<file path="config.mk">
export PLATFORM = sky130hd
export DESIGN_NAME = rmwq_cell
export DESIGN_NICKNAME = d
export VERILOG_FILES = /design/src/rtl/core/rmwq_pkg.sv /design/src/rtl/core/rmwq_cell.sv
export SDC_FILE = /design/constraint.sdc
export NUM_CORES = 1
export LEC_CHECK = 0
export BUFFER_PORTS_ARGS = -buffer_cell sky130_fd_sc_hd__buf_2
export CAP_MARGIN = 5
export CORE_AREA = 2 2 106 108
export CTS_CLUSTER_SIZE = 40
export DETAILED_ROUTE_END_ITERATION = 7
export DIE_AREA = 0 0 108 110
export PLACE_DENSITY_LB_ADDON = 0.05
export SYNTH_ARGS = -nofsm -noshare
export SYNTH_HDL_FRONTEND = slang
export SYNTH_SLANG_ARGS = --single-unit
</file>
<file path="constraint.sdc">
create_clock -name clk -period 3.66 [get_ports clk]
set_input_delay 0.732 -clock clk [delete_from_list [all_inputs] [get_ports clk]]
set_output_delay 0.732 -clock clk [all_outputs]
set_load 0.03 [all_outputs]
</file>
<file path="src/rtl/core/rmwq_pkg.sv">
// Shared types and constants for the recursive mutex wait queue.
package rmwq_pkg;

  localparam int MAX_WAITERS_DEF = 128;
  localparam logic [30:0] LEVEL_MAX = 31'h7fffffff;

  typedef enum logic [2:0] {
    OP_LOCK     = 3'd0,
    OP_TRY_LOCK = 3'd1,
    OP_UNLOCK   = 3'd2,
    OP_CANCEL   = 3'd3,
    OP_END      = 3'd4,
    OP_EXPIRE   = 3'd5
  } op_t;

  typedef enum logic [3:0] {
    ST_OK                = 4'd0,
    ST_ILLEGAL_COUNT     = 4'd1,
    ST_OVERFLOW          = 4'd2,
    ST_RECURSIVE_REFUSED = 4'd3,
    ST_QUEUED            = 4'd4,
    ST_LOCKED            = 4'd5,
    ST_NOT_OWNER         = 4'd6,
    ST_UNDERFLOW         = 4'd7,
    ST_QUEUE_FULL        = 4'd8,
    ST_NOT_WAITING       = 4'd9
  } status_t;

  typedef enum logic [1:0] {
    SCAN_MATCH,
    SCAN_HEAD,
    SCAN_MIN
  } scan_mode_t;

  typedef enum logic [2:0] {
    S_IDLE,
    S_EXEC,
    S_SCAN,
    S_DONE,
    S_OUT
  } fsm_t;

  localparam logic CFG_RECURSIVE = 1'b0;
  localparam logic CFG_PRIORITY  = 1'b1;

  typedef struct packed {
    logic [7:0]  thread;
    logic [30:0] count;
    logic [6:0]  prio;
  } entry_t;

  typedef struct packed {
    logic   found;
    entry_t ent;
  } scan_t;

  typedef struct packed {
    scan_mode_t mode;
    logic       shift;
    logic       load;
    logic [7:0] key;
    entry_t     new_ent;
  } cell_cmd_t;

endpackage

</file>
<file path="src/rtl/core/rmwq_cell.sv">
// One queue slot: holds an entry, shifts toward the head, passes the scan carry on.
module rmwq_cell #(
  parameter int IDX = 0,
  parameter int IW  = 7,
  parameter int LW  = 8
) (
  input  logic               clk,
  input  rmwq_pkg::cell_cmd_t cmd,
  input  logic [LW-1:0]      len,
  input  logic [IW-1:0]      rm_idx,
  input  rmwq_pkg::entry_t   right_ent,
  output rmwq_pkg::entry_t   ent,
  input  rmwq_pkg::scan_t    cin,
  input  logic [IW-1:0]      idx_in,
  output rmwq_pkg::scan_t    cout,
  output logic [IW-1:0]      idx_out
);
  import rmwq_pkg::*;

  logic in_queue;
  logic take;

  assign in_queue = LW'(IDX) < len;

  always_comb begin
    case (cmd.mode)
      SCAN_MATCH: take = in_queue && !cin.found && (ent.thread == cmd.key);
      SCAN_HEAD:  take = in_queue && !cin.found;
      SCAN_MIN:   take = in_queue && (!cin.found || (ent.prio < cin.ent.prio));
      default:    take = 1'b0;
    endcase
  end

  always_ff @(posedge clk) begin
    if (take) begin
      cout    <= '{found: 1'b1, ent: ent};
      idx_out <= IW'(IDX);
    end else begin
      cout    <= cin;
      idx_out <= idx_in;
    end
  end

  // close the gap left by a removed entry, or take a new tail entry
  always_ff @(posedge clk) begin
    if (cmd.shift && (IW'(IDX) >= rm_idx)) begin
      ent <= right_ent;
    end else if (cmd.load && (len == LW'(IDX))) begin
      ent <= cmd.new_ent;
    end
  end

endmodule
</file>
---- After elaboration in Yosys (flattened, before gate mapping) ----
Index checks and enable logic that the tools add are counted.
word-level totals
  flip-flop bits (word level) ............. 100
  bits in latches ......................... 0
  bits in writable memories ............... 0
  bits in read-only memories .............. 0
  bits of input ports ..................... 174
  memories kept ........................... 0
operators by class
  $add $sub $neg .......................... 0
  multiply operators ...................... 0
  div/mod/pow operators ................... 0
  order comparisons ....................... 3
  equal/unequal tests ..................... 3
  shift-type cells ........................ 0
  mux-type cells .......................... 4
  bitwise operators ....................... 0
  reduce and logical (&&, ||, !) cells .... 10
operators with widths
  operator                                             number
  2-to-1 mux 46 bit                                    3
  == test 8 bit                                        1
  zero test 8 bit                                      1
  < comparator 1 x 8 -> 1 bit (first input constant)   1
  >= comparator 1 x 7 -> 1 bit (first input constant)  1
  < comparator 7 bit                                   1
  logical AND 1 bit                                    5
  case mux 1 bit (3 select lines)                      1
  == test 2 x 1 -> 1 bit (second input constant)       1
  == test 2 bit (second input constant)                1
  zero test 2 bit                                      1
  nonzero test 2 bit                                   1
  zero test 1 bit                                      1
  logical OR 1 bit                                     1

---- Longest topological paths before layout ----
  depth after elaboration ................. 5
  gate-level depth with buffers ........... 8
  mapped depth without buffers ............ 7

---- Worst setup path after synthesis ----
No wires, ideal clock.
  path kind ............................... in2reg
  from .................................... in rm_idx[4]
  to ...................................... reg ent[0] in the netlist's numbering, enable pin
  setup time .............................. 0.404 ns
  arrival ................................. 2.525 ns
  required time ........................... 3.256 ns
  slack ................................... 0.731 ns
  stages on the path ...................... 5
  path buffers ............................ 2
  path through ............................ nor4b_1 nand2_1 clkbuf_1 buf_2 nand2_1
between the ends
  word-level cells in the longest chain between the ends .. 3
ends and longest elaborated chain
  item                          RTL line         source
  from (decl)                   rmwq_cell.sv:10  input logic [IW-1:0] rm_idx,
  >= comparator 1 x 7 -> 1 bit  rmwq_cell.sv:46  if (cmd.shift && (IW'(IDX) >= rm_idx)) begin
  logical AND 1 bit             rmwq_cell.sv:46
  nonzero test 2 bit (no line)  --
  to (signal assigned)          rmwq_cell.sv:47  ent <= right_ent;
  to (signal assigned)          rmwq_cell.sv:49  ent <= cmd.new_ent;
  to (decl)                     rmwq_cell.sv:12  output rmwq_pkg::entry_t ent,
Every way passes these cells.
A chain may end at the register's enable or synchronous reset.

---- Worst setup path after layout ----
  from .................................... in cin[4] in the netlist's numbering
  to ...................................... reg cout[45] in the netlist's numbering
between the ends
  word-level cells in the longest chain between the ends .. 5
ends and longest elaborated chain
  item                             RTL line         source
  from (decl)                      rmwq_cell.sv:13  input rmwq_pkg::scan_t cin,
  < comparator 7 bit               rmwq_cell.sv:29  SCAN_MIN: take = in_queue && (!cin.found || (ent.prio < cin.ent.prio));
  logical OR 1 bit                 rmwq_cell.sv:29
  logical AND 1 bit                rmwq_cell.sv:29
  case mux 1 bit (3 select lines)  rmwq_cell.sv:26  case (cmd.mode)
  2-to-1 mux 46 bit                rmwq_cell.sv:35  if (take) begin
  to (signal assigned)             rmwq_cell.sv:36  cout <= '{found: 1'b1, ent: ent};
  to (signal assigned)             rmwq_cell.sv:39  cout <= cin;
  to (decl)                        rmwq_cell.sv:15  output rmwq_pkg::scan_t cout,
Every way passes these cells.

==> flow_summary.yaml <==
critical_path:
  worstPathBufferInverterCount: 3
  worstSetupEndpointType: "register"
  worst-setup-path-type: "in2reg"
  cpPeakStageDelay_ns: 0.51
  crit_path_top_delay_cell: "o211ai_4"
  timing.critical_path.arrival_ns: 2.72
  worst-path-max-fanout: 12
  cp_data_required_time_ns: 3.91
  path_cells: "buf_2 -> inv_1 -> ha_1 -> a211oi_1 -> o211ai_1 -> a21oi_2 -> o211ai_4 -> buf_4 -> mux2_2"
  critPathTopFamily: "compound AO/OA/AOI/OAI gates"
  critical_path.startpoint_type: "primary input"
die:
  top_level_ports: 274
  fp.coreArea_um2: 10700
  floorplan.die.width_um: 108
  die_area_um2: 11900
  die-height_um: 110
  floorplan.initialDensity: 0.388
  num_rows: 38
yosys:
  synth_seq_cells: 100
  post_synth_main_area_contributors: "edfxtp_1 33%, dfxtp_1 26%, mux2_4 14%, mux2_2 13%, buf_12 1.9%"
  synth_area_um2: 4150
  yosysTopAreaCell: "edfxtp_1"
  synth_edf_count: 46
  synth_common_cells: "54 x dfxtp_1, 49 x mux2_2, 46 x edfxtp_1"
  synthCells: 256
  synthArstFlopShare: 0
  dominantRegCellSynth: "dfxtp_1"
  ys_seq_area_frac: 0.593
  syn_area_per_cell_um2: 16.2
  syn_warnings: 0
  synthesis.nets: 436
  post-synth-top-area-fraction: 0.333
  synth.lib_cells_used.distinct: 29
  synth.most_common_cell: "dfxtp_1"
timing:
  worst_clock_skew_ns: 0.0103
  worstMarginPinSlew_ns: 0.609
  totalNegativeSetupSlack_ns: 0
  layout_min_cycle_time_ns: 2.48
  worst_slew_margin_rel: 0.592
  maxSlewViolCount: 0
  setup_violations: 0
  unrepaired_setup_endpoints_after_global_routing: "no"
  min_period_over_period: 0.677
  setup_slack_ns: 1.18
  max_freq_mhz: 404
  finalHoldViolations: 0
place:
  preCtsSetupSlack_ns: 0.769
  numPortBuffers: 273
  gp_congestion: 0.780
  number_of_placed_cells_counting_well_taps: 663
  place_area_um2: 5640
  dp.final_hpwl_mm: 8.66
detailed_routing:
  drc: 0
  vias_after_detailed_routing: 3131
  drt.antenna.violating_nets: 0
  post_drt_via_cell_ratio: 4.61
  drtPass1Iterations: 3
  post_drt_wl_per_cell_um: 16.0
  first_iter_violations: 100
  route.final.wire_length_mm: 10.9
hold_path:
  type_of_the_most_critical_hold_path: "reg2reg"
clock_network:
  cts_htree_levels: 3
  postCtsHoldBufs: 0
  cts_sinks: 100
  clock_root_buffer_master: "clkbuf_8"
  clock_latency_ns: 0.36
  total_of_cells_resized_after_clock_tree_synthesis: 0
  clk_pin_slew_ns: 0.09
  clock_tree.buffer_depth: 2
  clock_tree_from_tritoncts: "built"
  cts_buffers: 9
  post_cts_setup_buffers: 0
finish:
  final_cells: 679
  number_of_diodes: 0
  cell_area_after_layout_um2: 5830
  final_layout_size_suffix_gt1_frac: 0.718
  area.growth.synth_to_final_pct: 40.5
  final_core_util: 0.545
  finish.net_count: 714
pwr:
  power_per_cell_area_nw_per_um2: 401
  worst_ir_drop_vdd_mv: 0.170
  power.static_leakage_nw: 2.81
global_routing:
  antenna_found_initial: 0
  grt_remaining_overflow: 0
  grt_max_degree: 47
  global_route.usage.total: 0.177
  grt_first_pass_wirelength_mm: 15.5
  number_of_global_route_vias_before_repair: 3161
flow_run:
  timing.max_cap.violations: 0
outcome:
  status: "complete, no violations"
[routing by layer]
| layer | GRT usage | vias to the layer above | part of all wire |
|---|---|---|---|
| met5 | 0 | - | 0 |
| li1 | - | 1486 | - |
| met1 | 0.187 | 1447 | 0.36 |
| met2 | 0.314 | 176 | 0.50 |
| met4 | 0.0897 | 0 | 0.032 |
| met3 | 0.0617 | 22 | 0.10 |
[flip-flops by register name (all words and copies together), names as in the netlist]
signal,count
cout,47
ent,46
idx_out,7
[where the power goes]
part	internal, mW	switching [mW]
clock	0.331	0.376
sequential	1.22	0.0117
combinational	0.197	0.205
total	1.74	0.592
[kinds of logic (layout without fill, tap and decap cells)]
family                   count (synthesis)  after routing  synth area share
XOR/XNOR                                 8              8            0.0169
AO/OA/AOI/OAI                            8              8            0.0175
flip-flops                             100            100             0.593
buffers and inverters                   17            300            0.0338
adder cells (fa/ha/maj)                  6              6            0.0181
AND/OR/NAND/NOR                         25             25            0.0344
multiplexers                            92             92             0.286
[layout by cell type (no fill, tap or decap), types with 2 or more instances in the layout]
cell type,n
clkinv_2,2
edfxtp_1,46
nand2_2,2
buf_4,2
nand4_1,3
inv_1,7
xnor2_1,8
ha_1,6
dfxtp_1,54
mux2_2,49
mux2_1,3
mux2_4,40
a21oi_2,2
buf_2,273
nor2_1,4
nand2_1,3
and2_1,7
clkbuf_8,10
buf_12,2
[worst register-to-register path, stage by stage (launching register included)]
cell and delay [ns]:
edfxtp_1 0.44, ha_1 0.33, a211oi_1 0.07, o211ai_1 0.21, a21oi_2 0.07, o211ai_4 0.51, buf_4 0.36, mux2_2 0.36
[final timing paths]
| path | start | endpoint | slack, ns | depth (start not counted) |
|---|---|---|---|---|
| worst max-delay path | cin[4] | cout[45]$_DFF_P_ | 1.18 | 9 |
| worst min-delay path | ent[27]$_DFFE_PP_ | cout[27]$_DFF_P_ | 0.50 | 1 |
| worst max register to register | ent[4]$_DFFE_PP_ | cout[45]$_DFF_P_ | 1.20 | 7 |
| worst min register to register | ent[27]$_DFFE_PP_ | cout[27]$_DFF_P_ | 0.50 | 1 |
[area by class of cell]
type,count,area (um2)
Tap cell,140,175
Sequential cell,100,2460
Clock inverter,5,51.3
Inverter,7,26.3
Fill cell,948,4870
Clock buffer,11,141
Timing Repair Buffer,277,1420
Multi-Input combinational cell,139,1550
[through the flow]
step / hold slack [ns] / power [mW]
floorplan: 0.728 / 1.51
global placement: 0.479 / 1.66
detailed placement: 0.483 / 1.66
CTS: 0.497 / 2.37
global route: 0.526 / 2.44
finish: 0.502 / 2.34
No activity file was read; power rests on OpenSTA's default activity.
